$ cat src/tcw_pkg.sv
// tcw_pkg: shared types, codes and helpers of the text console writer.
// No dependencies; used by tcw_radix_unit and text_console_writer.
package tcw_pkg;

    // Command codes carried in the slave tuser
    localparam logic [1:0] CMD_PUT     = 2'd0;
    localparam logic [1:0] CMD_NEWLINE = 2'd1;
    localparam logic [1:0] CMD_NUMBER  = 2'd2;

    // Radix select codes
    localparam logic [1:0] RADIX_BIN = 2'd0;
    localparam logic [1:0] RADIX_DEC = 2'd1;
    localparam logic [1:0] RADIX_HEX = 2'd2;

    // Digit buffer geometry: a 32-bit value gives at most 32 digits
    localparam int DIGIT_IDX_W = 5;
    localparam int DIGIT_CNT_W = 6;
    localparam logic [DIGIT_IDX_W-1:0] LAST_SLOT = 5'd31;

    // Divide by ten: q = (v * 0xCCCCCCCD) >> 35, exact for every 32-bit v
    localparam logic [31:0] DEC_RECIP = 32'hCCCC_CCCD;
    localparam int          DEC_SHIFT = 35;

    // Character codes
    localparam logic [7:0] CHAR_ZERO = 8'h30;
    localparam logic [7:0] CHAR_A    = 8'h41;

    // Top-level sequencer states
    typedef enum logic [1:0] {
        ST_IDLE,
        ST_CONVERT,
        ST_EMIT
    } t_tcw_state;

    // Digit unit states
    typedef enum logic [1:0] {
        CV_IDLE,
        CV_MUL,
        CV_DIGIT
    } t_cv_state;

    // Status from the digit unit to the sequencer
    typedef struct packed {
        logic                   done;
        logic [DIGIT_CNT_W-1:0] count;
    } t_conv_stat;

    // Map a digit value to its ASCII character, uppercase for hex
    function automatic logic [7:0] digit_char(input logic [3:0] d);
        logic [7:0] c;
        if (d < 4'd10) begin
            c = CHAR_ZERO + {4'b0, d};
        end else begin
            c = CHAR_A + {4'b0, d} - 8'd10;
        end
        return c;
    endfunction

endpackage

$ cat src/tcw_radix_unit.sv
// tcw_radix_unit: iterative radix conversion, one digit per step, digits
// kept least significant first in a 32-entry buffer. Depends on tcw_pkg.
module tcw_radix_unit (
    input  logic                              i_clk,
    input  logic                              i_rst_n,
    input  logic                              i_start,
    input  logic [31:0]                       i_value,
    input  logic [1:0]                        i_radix,
    input  logic [tcw_pkg::DIGIT_IDX_W-1:0]   i_rd_idx,
    output logic [3:0]                        o_rd_digit,
    output tcw_pkg::t_conv_stat               o_stat
);

    tcw_pkg::t_cv_state r_state, n_state;

    logic [31:0]                     r_val;
    logic [31:0]                     r_quot;
    logic [1:0]                      r_radix;
    logic [tcw_pkg::DIGIT_CNT_W-1:0] r_count;
    logic                            r_done;
    logic [3:0]                      r_digits [32];

    logic [63:0] w_prod;
    logic [31:0] w_q10;
    logic [31:0] w_rem;
    logic [3:0]  w_digit;
    logic [31:0] w_next_val;
    logic        w_is_dec;
    logic        w_last;

    // Shared step datapath: shift for binary and hex, reciprocal for decimal
    always_comb begin
        w_is_dec = (r_radix == tcw_pkg::RADIX_DEC);
        w_prod   = {32'b0, r_val} * {32'b0, tcw_pkg::DEC_RECIP};
        w_q10    = {r_quot[28:0], 3'b0} + {r_quot[30:0], 1'b0};
        w_rem    = r_val - w_q10;
        case (r_radix)
            tcw_pkg::RADIX_BIN: begin
                w_digit    = {3'b0, r_val[0]};
                w_next_val = {1'b0, r_val[31:1]};
            end
            tcw_pkg::RADIX_HEX: begin
                w_digit    = r_val[3:0];
                w_next_val = {4'b0, r_val[31:4]};
            end
            default: begin
                w_digit    = w_rem[3:0];
                w_next_val = r_quot;
            end
        endcase
        w_last = (w_next_val == 32'd0) ||
                 (r_count[tcw_pkg::DIGIT_IDX_W-1:0] == tcw_pkg::LAST_SLOT);
    end

    // Next state
    always_comb begin
        n_state = r_state;
        case (r_state)
            tcw_pkg::CV_IDLE: begin
                if (i_start) begin
                    n_state = (i_radix == tcw_pkg::RADIX_DEC) ? tcw_pkg::CV_MUL
                                                              : tcw_pkg::CV_DIGIT;
                end
            end
            tcw_pkg::CV_MUL: begin
                n_state = tcw_pkg::CV_DIGIT;
            end
            tcw_pkg::CV_DIGIT: begin
                if (w_last) begin
                    n_state = tcw_pkg::CV_IDLE;
                end else if (w_is_dec) begin
                    n_state = tcw_pkg::CV_MUL;
                end
            end
            default: begin
                n_state = tcw_pkg::CV_IDLE;
            end
        endcase
    end

    // Control registers
    always_ff @(posedge i_clk) begin
        if (!i_rst_n) begin
            r_state <= tcw_pkg::CV_IDLE;
            r_count <= '0;
            r_done  <= 1'b0;
        end else begin
            r_state <= n_state;
            r_done  <= (r_state == tcw_pkg::CV_DIGIT) && w_last;
            if (r_state == tcw_pkg::CV_IDLE && i_start) begin
                r_count <= '0;
            end else if (r_state == tcw_pkg::CV_DIGIT) begin
                r_count <= r_count + 1'b1;
            end
        end
    end

    // Working value, quotient and digit buffer
    always_ff @(posedge i_clk) begin
        if (r_state == tcw_pkg::CV_IDLE && i_start) begin
            r_val   <= i_value;
            r_radix <= i_radix;
        end else if (r_state == tcw_pkg::CV_DIGIT) begin
            r_val <= w_next_val;
        end
        if (r_state == tcw_pkg::CV_MUL) begin
            r_quot <= {3'b0, w_prod[63:tcw_pkg::DEC_SHIFT]};
        end
        if (r_state == tcw_pkg::CV_DIGIT) begin
            r_digits[r_count[tcw_pkg::DIGIT_IDX_W-1:0]] <= w_digit;
        end
    end

    assign o_rd_digit   = r_digits[i_rd_idx];
    assign o_stat.done  = r_done;
    assign o_stat.count = r_count;

    // Finish only from a digit step
    a_done_from_step: assert property (@(posedge i_clk) disable iff (!i_rst_n)
        r_done |-> $past(r_state) == tcw_pkg::CV_DIGIT)
        else $error("digit unit finished outside a digit step");

    // Decimal steps always go through the multiply phase
    a_dec_mul: assert property (@(posedge i_clk) disable iff (!i_rst_n)
        (r_state == tcw_pkg::CV_DIGIT && w_is_dec && !w_last) |=>
            r_state == tcw_pkg::CV_MUL)
        else $error("decimal step skipped the multiply phase");

    // A finished conversion has at least one digit
    a_count_nonzero: assert property (@(posedge i_clk) disable iff (!i_rst_n)
        r_done |-> r_count != '0)
        else $error("conversion finished with no digits");

endmodule

$ cat src/text_console_writer.sv
// text_console_writer: cursor-tracking text console cell writer with
// number printing. Depends on tcw_pkg and tcw_radix_unit.
//
// Takes one command beat at a time and emits cell writes (address =
// row*COLUMNS+column, data = attribute:character) on the master stream.
// A put-character or newline command is handled as it is accepted; the block
// is ready again once the output register can take a beat. A print-number
// command runs the digit unit for d steps (d = digit count, 1..32), each a
// digit phase for binary and hex and a reciprocal multiply phase then a
// remainder phase for decimal, then emits the d digits most significant
// first at one beat per cycle when the sink keeps up. Printed digits use
// the default color register, which resets to 7. Newline writes nothing;
// unused command or radix codes are dropped. Addresses are masked to
// 11 bits.
module text_console_writer #(
    parameter int COLUMNS = 80,
    parameter int ROWS    = 25
) (
    input  logic        i_clk,
    input  logic        i_rst_n,
    // Configuration: default color
    input  logic        i_cfg_wen,
    input  logic [7:0]  i_cfg_wdata,
    // Command stream
    input  logic        i_s_tvalid,
    output logic        o_s_tready,
    // [7:0] char_code, [15:8] color, [47:16] number_value,
    // [49:48] radix_select, [55:50] zero
    input  logic [55:0] i_s_tdata,
    // [1:0] command
    input  logic [1:0]  i_s_tuser,
    // Cell write stream
    output logic        o_m_tvalid,
    input  logic        i_m_tready,
    // [10:0] write_address, [26:11] write_data, [31:27] zero
    output logic [31:0] o_m_tdata,
    output logic        o_m_tlast
);

    localparam int COL_W  = (COLUMNS > 1) ? $clog2(COLUMNS) : 1;
    localparam int ROW_W  = (ROWS > 1) ? $clog2(ROWS) : 1;
    localparam int CNT_W  = $clog2(COLUMNS + 1);
    localparam int SUM_W  = ROW_W + CNT_W;
    localparam int PROD_W = (SUM_W > 11) ? SUM_W : 11;

    tcw_pkg::t_tcw_state r_state, n_state;

    logic [COL_W-1:0]                r_col, n_col;
    logic [ROW_W-1:0]                r_row, n_row;
    logic [7:0]                      r_color;
    logic [tcw_pkg::DIGIT_IDX_W-1:0] r_idx;
    logic                            r_out_valid;
    logic [10:0]                     r_out_addr;
    logic [15:0]                     r_out_data;
    logic                            r_out_last;

    logic [1:0]  w_cmd;
    logic [7:0]  w_char;
    logic [7:0]  w_attr;
    logic [31:0] w_num;
    logic [1:0]  w_radix;
    logic        w_radix_ok;
    logic        w_acc;
    logic        w_out_free;
    logic        w_put;
    logic        w_newline;
    logic        w_start;
    logic        w_emit;
    logic        w_load;
    logic [7:0]  w_beat_char;
    logic [7:0]  w_beat_attr;
    logic        w_beat_last;
    logic [PROD_W-1:0] w_addr_full;
    logic [3:0]  w_digit;
    tcw_pkg::t_conv_stat w_stat;

    // Unpack the command beat
    assign w_cmd      = i_s_tuser;
    assign w_char     = i_s_tdata[7:0];
    assign w_attr     = i_s_tdata[15:8];
    assign w_num      = i_s_tdata[47:16];
    assign w_radix    = i_s_tdata[49:48];
    assign w_radix_ok = (w_radix == tcw_pkg::RADIX_BIN) ||
                        (w_radix == tcw_pkg::RADIX_DEC) ||
                        (w_radix == tcw_pkg::RADIX_HEX);

    tcw_radix_unit u_radix (
        .i_clk      (i_clk),
        .i_rst_n    (i_rst_n),
        .i_start    (w_start),
        .i_value    (w_num),
        .i_radix    (w_radix),
        .i_rd_idx   (r_idx),
        .o_rd_digit (w_digit),
        .o_stat     (w_stat)
    );

    // Handshake and beat selection
    always_comb begin
        w_out_free  = !r_out_valid || i_m_tready;
        o_s_tready  = (r_state == tcw_pkg::ST_IDLE) && w_out_free;
        w_acc       = i_s_tvalid && o_s_tready;
        w_put       = w_acc && (w_cmd == tcw_pkg::CMD_PUT);
        w_newline   = w_acc && (w_cmd == tcw_pkg::CMD_NEWLINE);
        w_start     = w_acc && (w_cmd == tcw_pkg::CMD_NUMBER) && w_radix_ok;
        w_emit      = (r_state == tcw_pkg::ST_EMIT) && w_out_free;
        w_load      = w_put || w_emit;
        w_beat_char = w_emit ? tcw_pkg::digit_char(w_digit) : w_char;
        w_beat_attr = w_emit ? r_color : w_attr;
        w_beat_last = w_emit ? (r_idx == '0) : 1'b1;
    end

    // Next state
    always_comb begin
        n_state = r_state;
        case (r_state)
            tcw_pkg::ST_IDLE: begin
                if (w_start) begin
                    n_state = tcw_pkg::ST_CONVERT;
                end
            end
            tcw_pkg::ST_CONVERT: begin
                if (w_stat.done) begin
                    n_state = tcw_pkg::ST_EMIT;
                end
            end
            tcw_pkg::ST_EMIT: begin
                if (w_emit && r_idx == '0) begin
                    n_state = tcw_pkg::ST_IDLE;
                end
            end
            default: begin
                n_state = tcw_pkg::ST_IDLE;
            end
        endcase
    end

    // Cell address of the cursor
    assign w_addr_full = PROD_W'(r_row) * PROD_W'(COLUMNS) + PROD_W'(r_col);

    // Advance the cursor after a write, or move it down on newline
    always_comb begin
        n_col = r_col;
        n_row = r_row;
        if (w_load) begin
            if (r_col == COL_W'(COLUMNS - 1)) begin
                n_col = '0;
                n_row = (r_row == ROW_W'(ROWS - 1)) ? '0 : r_row + 1'b1;
            end else begin
                n_col = r_col + 1'b1;
            end
        end else if (w_newline) begin
            n_col = '0;
            n_row = (r_row == ROW_W'(ROWS - 1)) ? '0 : r_row + 1'b1;
        end
    end

    // Control registers
    always_ff @(posedge i_clk) begin
        if (!i_rst_n) begin
            r_state     <= tcw_pkg::ST_IDLE;
            r_col       <= '0;
            r_row       <= '0;
            r_color     <= 8'd7;
            r_out_valid <= 1'b0;
            r_idx       <= '0;
        end else begin
            r_state <= n_state;
            r_col   <= n_col;
            r_row   <= n_row;
            if (i_cfg_wen) begin
                r_color <= i_cfg_wdata;
            end
            if (w_load) begin
                r_out_valid <= 1'b1;
            end else if (i_m_tready) begin
                r_out_valid <= 1'b0;
            end
            if (r_state == tcw_pkg::ST_CONVERT && w_stat.done) begin
                r_idx <= w_stat.count[tcw_pkg::DIGIT_IDX_W-1:0] - 1'b1;
            end else if (w_emit) begin
                r_idx <= r_idx - 1'b1;
            end
        end
    end

    // Output beat payload
    always_ff @(posedge i_clk) begin
        if (w_load) begin
            r_out_addr <= w_addr_full[10:0];
            r_out_data <= {w_beat_attr, w_beat_char};
            r_out_last <= w_beat_last;
        end
    end

    assign o_m_tvalid = r_out_valid;
    assign o_m_tdata  = {5'b0, r_out_data, r_out_addr};
    assign o_m_tlast  = r_out_last;

    // Cursor stays on the screen
    a_col_range: assert property (@(posedge i_clk) disable iff (!i_rst_n)
        32'(r_col) < COLUMNS)
        else $error("cursor column off screen");

    a_row_range: assert property (@(posedge i_clk) disable iff (!i_rst_n)
        32'(r_row) < ROWS)
        else $error("cursor row off screen");

    // A valid print command starts a conversion and holds off new commands
    a_start_conv: assert property (@(posedge i_clk) disable iff (!i_rst_n)
        w_start |=> (r_state == tcw_pkg::ST_CONVERT) && !o_s_tready)
        else $error("print command did not start a conversion");

    // Last digit beat returns the sequencer to idle
    a_last_idle: assert property (@(posedge i_clk) disable iff (!i_rst_n)
        (w_emit && r_idx == '0) |=> (r_state == tcw_pkg::ST_IDLE) && o_m_tlast)
        else $error("last digit did not end the run");

endmodule

$ cat config.mk
export PLATFORM = sky130hd
export DESIGN_NAME = text_console_writer
export DESIGN_NICKNAME = d
export VERILOG_FILES = /design/src/tcw_pkg.sv /design/src/tcw_radix_unit.sv /design/src/text_console_writer.sv
export SDC_FILE = /design/constraint.sdc
export NUM_CORES = 2
export LEC_CHECK = 0
export ABC_AREA = 1
export BUFFER_PORTS_ARGS = -buffer_cell sky130_fd_sc_hd__buf_2
export CORE_ASPECT_RATIO = 1.4
export CORE_MARGIN = 2
export CORE_UTILIZATION = 55
export CTS_BUF_LIST = sky130_fd_sc_hd__clkbuf_4
export DETAILED_ROUTE_END_ITERATION = 10
export GPL_TIMING_DRIVEN = 0
export MAX_ROUTING_LAYER = met4
export PLACE_DENSITY = 0.83
export SYNTH_ARGS = -nofsm -noshare
export SYNTH_HDL_FRONTEND = slang
export SYNTH_SLANG_ARGS = --single-unit
$ cat constraint.sdc
create_clock -name i_clk -period 7 [get_ports i_clk]
set_clock_uncertainty 0.15 [all_clocks]
set_input_delay 1.05 -clock i_clk [delete_from_list [all_inputs] [get_ports i_clk]]
set_output_delay 1.05 -clock i_clk [all_outputs]
set_load 0.01 [all_outputs]
Yosys cells after proc, flatten, opt, wreduce, memory -nomap -nowiden
Memory sizes are Yosys's and may differ from the RTL's. A register that Yosys moved wholly into a read port is not among the register bits.
Cells that the tools add are included.
{ "word_totals": {"n_memories": 1, "mem_bits_rw": 128, "in_bits": 71, "register_bits": 128} }
{ "op_classes": {"n_reduce_logical": 32, "order_cmp": 1, "bitwise": 1, "muxes": 31, "eq_ne": 19, "multipliers": 2, "add_sub_neg": 11} }
{ "memory_table": {"columns": ["name", "depth", "word_bits", "rd", "rd_ports_with_merged_regs", "wr", "line", "text"], "rows": [
  ["u_radix.r_digits", 32, 4, 1, 1, 1, "tcw_radix_unit.sv:21", "logic [3:0] r_digits [32];"]
]} }
{ "op_table": {"columns": ["operator", "count"], "rows": [
  ["$mul A32 B32 Y64 const B", 1],
  ["$mux W32", 2],
  ["$pmux W31 S2", 1],
  ["$mux W5", 8],
  ["$logic_not A32 Y1", 1],
  ["$mux W8", 3],
  ["$mux W7", 3],
  ["$mux W2", 7],
  ["$pmux W2 S3", 2],
  ["$add A11 B7 Y11", 1],
  ["$logic_and A1 B1 Y1", 11],
  ["$eq A2 B1 Y1 const B", 5],
  ["$eq A2 B2 Y1 const B", 5],
  ["$eq A5 B5 Y1 const B", 2],
  ["$logic_not A2 Y1", 5],
  ["$ne A2 B1 Y1 const B", 5],
  ["$sub A5 B1 Y5 const B", 2],
  ["$add A7 B4 Y8 const A", 1],
  ["$pmux W4 S2", 1],
  ["$reduce_bool A2 Y1", 4],
  ["$sub A8 B4 Y8 const B", 1],
  ["$add A6 B4 Y7 const A", 1],
  ["$add A7 B1 Y7 const B", 1],
  ["$eq A7 B7 Y1 const B", 1],
  ["15 further kinds", 23]
]} }

Logic depth before layout (Yosys ltp)
{ "logic_depth": {"ltp_word": 8, "mapped_depth": 30, "depth_no_buf": 29} }

Hierarchy
Synthesis repeated with hierarchy kept, for this count alone.
{ "hier_totals": {"cells_unflattened": 3382, "hier_area_um2": 30082.6} }
{ "by_module_without_submodules": {"columns": ["module", "seq_area_each_um2", "area_per_inst_um2", "n_inst", "cells_each"], "rows": [
  ["tcw_radix_unit", 5915.7, 27124.8, 1, 3029],
  ["text_console_writer", 1401.3, 2957.8, 1, 353]
]} }

Least setup slack after synthesis
No wires, ideal clock.
{ "synth_timing": {"path_type": "reg-to-reg", "start": "reg u_radix.r_val[21]", "end": "reg u_radix.r_quot[18], data pin", "arrival_time_ns": 5.906, "required_ns": 6.597, "path_stages_with_launch": 25, "path_slack_ns": 0.691, "n_path_buf": 0, "setup_time_ns": 0.253, "cell_sequence": "edfxtp_1 -> ha_1 -> inv_1 -> fa_1 -> inv_1 -> fa_1 -> inv_1 -> fa_1 -> inv_1 -> fa_1 -> fa_1 -> fa_1 -> inv_1 -> fa_1 -> inv_1 -> ha_1 -> nand2_1 -> nor2_1 -> inv_1 -> nor2_1 -> inv_1 -> nor4_1 -> nand2_1 -> nand4_1 -> nand2_1"} }
{ "synth_between": {"elab_chain_cells": 1} }
{ "synth_lines": {"columns": ["element", "line", "text"], "rows": [
  ["start: declaration", "tcw_radix_unit.sv:16", "logic [31:0] r_val;"],
  ["start signal: assignment", "tcw_radix_unit.sv:101", "r_val <= i_value;"],
  ["start signal: assignment", "tcw_radix_unit.sv:104", "r_val <= w_next_val;"],
  ["$mul A32 B32 Y64", "tcw_radix_unit.sv:34", "w_prod = {32'b0, r_val} * {32'b0, tcw_pkg::DEC_RECIP};"],
  ["via u_radix.w_prod[53]", "tcw_radix_unit.sv:23", "logic [63:0] w_prod;"],
  ["end signal: assignment", "tcw_radix_unit.sv:107", "r_quot <= {3'b0, w_prod[63:tcw_pkg::DEC_SHIFT]};"],
  ["end: declaration", "tcw_radix_unit.sv:17", "logic [31:0] r_quot;"]
]} }
The timed path passes the listed nets, and every way through them passes these cells.
A chain may end at the register's enable or synchronous reset.

Worst setup path after layout
{ "layout_timing": {"start": "reg u_radix.r_val[1]", "end": "reg u_radix.r_quot[28], data pin"} }
Same word-level chain as after synthesis.

==> qor.yml <==
run_status:
  status: "complete, no violations"
setup_path:
  path_buf_inv: 5
  worst_setup_path_end_kind: "register"
  slowest_delay_ns: 0.60
  crit_slowest_cell: "fa_2"
  cp_top_family: "adder cells"
  critical_path_arrival_ns: 7.16
  start_kind: "register"
  worstPathCellList: "buf_4, ha_4, xor2_2, ha_1, or2_4, fa_1, fa_2, fa_1, fa_1, fa_1, inv_1, fa_1, inv_1, ha_1, nand2_2, nor2_1, inv_1, nor2_2, inv_1, nor4_2, nand2_1, nand3_1, nand2_1"
  crit_top_cell: "fa_1"
  crit_required_ns: 7.25
  worstPathMaxFanout: 5
  critPathKind: "reg -> reg"
die:
  row_count: 101
  die_h_um: 280
  die_w_um: 201
  start_util_pct: 55.5
  die-area_um2: 56500
  num_io_pins: 106
  fp.coreArea_um2: 54100
routing:
  finalWirelength_mm: 98.5
  wl_per_cell_um: 22.5
  route.detailed.drc: 0
  drt_first_pass_iters: 6
  final_antenna_net_count: 0
  vias: 24300
  drt-initial-drc-count: 1848
  via_per_inst: 5.54
logic_synthesis:
  synthSimpleGateAreaFrac_pct: 15.4
  yosys.area_share.adder_pct: 41.2
  netlist.area_leader.share_pct: 26.0
  synth_compound_area_share_pct: 5.94
  synth_top_family_by_area: "adder cells"
  synth_edf_count: 219
  syn_area_um2: 30000
  syn_inst: 3350
  synth.area.mux_share_pct: 0
  syn-mean-instance-area_um2: 8.96
  ys_ff_latch: 260
  ys_seq_area_share_pct: 24.7
  synthFlopType: "edfxtp_1"
  synth_area_leaders: "fa_1 (26%), edfxtp_1 (22%), ha_1 (15%)"
  synth_cell_types: 51
  ys_async_sr_fraction_pct: 0
  synth_xor_area_share_pct: 2.16
  synth_top_cell_by_area: "fa_1"
  yosys_warnings: 0
global_route:
  antenna_found_initial: 1
  grt_pass1_vias: 25800
  met1_usage_pct: 34.9
  grtUsageMet2_pct: 61.8
  grt_pass1_wl_mm: 147
  grt_max_degree: 34
  use_met3_pct: 5.12
  grt_overflow: 0
  grtUsageTotal_pct: 36.5
  top_usage_layer: "met2"
timing:
  setup_slack_ns: 0.0840
  fin_crit_sh_pct: 98.8
  relSlewSlack_pct: 26.3
  drv_slew: 0
  setup_viol: 0
  finalHoldViolCount: 0
  worstMarginPinSlew_ns: 1.10
  final.setup.tns_ns: 0
  clock.fmax_ghz: 0.145
  min_period_ns: 6.92
clocking:
  clockBufferDepth: 3
  cts_tree: "done"
  clk_pin_slew_ns: 0.07
  htreeDepth: 3
  cts_buffers: 68
  clock_latency_ns: 0.74
  cts.sinks: 260
  cts-root-buf: "clkbuf_4"
finish:
  nets: 4437
  drive_gt1_share_pct: 12.7
  post-route-util_pct: 62.5
  area_delta_synth_final_pct: 12.7
placed_design:
  hpwlAfterDp_mm: 78.3
  routabilityCongestion: 1.03
  place_ws_ns: -0.689
  io_buffers: 93
hold_path:
  hold_class: "reg -> reg"
run:
  maxCapViolCount: 0
==> cell families after synthesis <==
kind of cell	count (synthesis)
other cells	1
compound gates	315
buf+inv	828
simple gates	1117
fa+ha+maj	755
flops	260
xor+xnor	74
==> flip-flops by register name, indices dropped and copies added, names as in the netlist, named ones only <==
register and flops:
u_radix.r_done 1, r_color 8, u_radix.r_val 32, o_m_tvalid 1, r_out_addr 11, r_state 2, r_col 7, u_radix.r_state 2
u_radix.r_quot 29, r_row 5, u_radix.r_count 5, u_radix.r_digits 128, o_m_tlast 1, r_idx 5, r_out_data 16, u_radix.r_radix 2
==> path summary, 6_finish.rpt <==
check	cells past startpoint	endpoint	start	slack [ns]
min reg2reg	2	r_color[1]	r_color[1]	0.34
max reg2reg	23	u_radix.r_quot[28]	u_radix.r_val[1]	0.08
max	23	u_radix.r_quot[28]	u_radix.r_val[1]	0.08
min	2	r_color[1]	r_color[1]	0.34
==> final cells by class <==
| class | instances | area, µm² |
|---|---|---|
| well taps | 721 | 902 |
| inverters | 773 | 2910 |
| clock inverters | 19 | 136 |
| multi-input cells | 2266 | 20100 |
| repair buffers | 192 | 1350 |
| clock buffers | 98 | 736 |
| fillers | 4529 | 20300 |
| flip-flops and latches | 260 | 7400 |
| plain buffers | 50 | 263 |
| diodes | 1 | 2.50 |
==> Yosys cell counts (15+ instances only) <==
cell / count
edfxtp_1: 219
inv_1: 762
nand2_1: 625
nand4_1: 20
clkbuf_1: 18
xor2_1: 56
dfxtp_1: 41
buf_2: 24
a21o_1: 15
fa_1: 389
a21oi_1: 110
nor2_1: 248
nand3_1: 180
ha_1: 366
o21bai_1: 20
xnor2_1: 18
o21ai_0: 109
o21ai_1: 15
==> metrics by stage <==
stage,cell area [µm²],std cells,hold slack [ns]
2_1_floorplan,30000,3354,0.279
3_3_place_gp,31400,4168,0.290
3_5_place_dp,31500,4172,0.319
4_1_cts,33100,4355,0.325
5_1_grt,33800,4380,0.354
6_report,33800,4380,0.336
==> timing repair <==
action	4_1_cts	5_1_grt
pin swaps	0	12
endpoints found under the hold margin	0	0
resized for setup	46	94
hold buffers	0	0
endpoints found under the setup margin	29	29
buffers inserted	67	28
==> per-layer routing <==
layer	up-vias	share of wire (%)
met3	515	5.6
met4	0	13
li1	11000	-
met5	-	0
met2	1124	49
met1	11600	32
==> cells in the final DEF (no fill, tap or decap), types with 4 or more instances in the layout <==
cell,n
o21ai_2,4
clkbuf_1,13
nand2_2,10
a31oi_1,7
ha_1,325
clkinv_1,15
a21oi_1,94
buf_2,117
o21a_1,6
dfxtp_1,41
nand4_1,20
conb_1,5
ha_4,29
o21bai_1,19
nor2_1,231
xor2_1,51
buf_12,7
nor3_1,11
clkinvlp_4,4
o211ai_1,13
o21ai_0,100
nand3b_1,7
nor2_4,6
a21o_1,15
fa_1,387
inv_1,759
edfxtp_1,219
nand3_1,180
buf_4,100
nor4_2,4
ha_2,12
a21oi_2,16
inv_2,10
clkbuf_4,98
nor2_2,19
a21boi_0,4
o21ai_1,21
xnor2_1,17
nand2_1,618
==> worst reg2reg max path: stages (launching register included) <==
cell and delay, ns:
edfxtp_1 0.46, buf_4 0.22, ha_4 0.30, xor2_2 0.20
ha_1 0.27, or2_4 0.29, fa_1 0.48, fa_2 0.60
fa_1 0.44, fa_1 0.46, fa_1 0.52, inv_1 0.06
fa_1 0.52, inv_1 0.06, ha_1 0.36, nand2_2 0.10
nor2_1 0.12, inv_1 0.08, nor2_2 0.17, inv_1 0.11
nor4_2 0.27, nand2_1 0.11, nand3_1 0.09, nand2_1 0.16
Power is not shown: default switching activity piles up to over one toggle a cycle in this logic, so the estimate is an artifact.
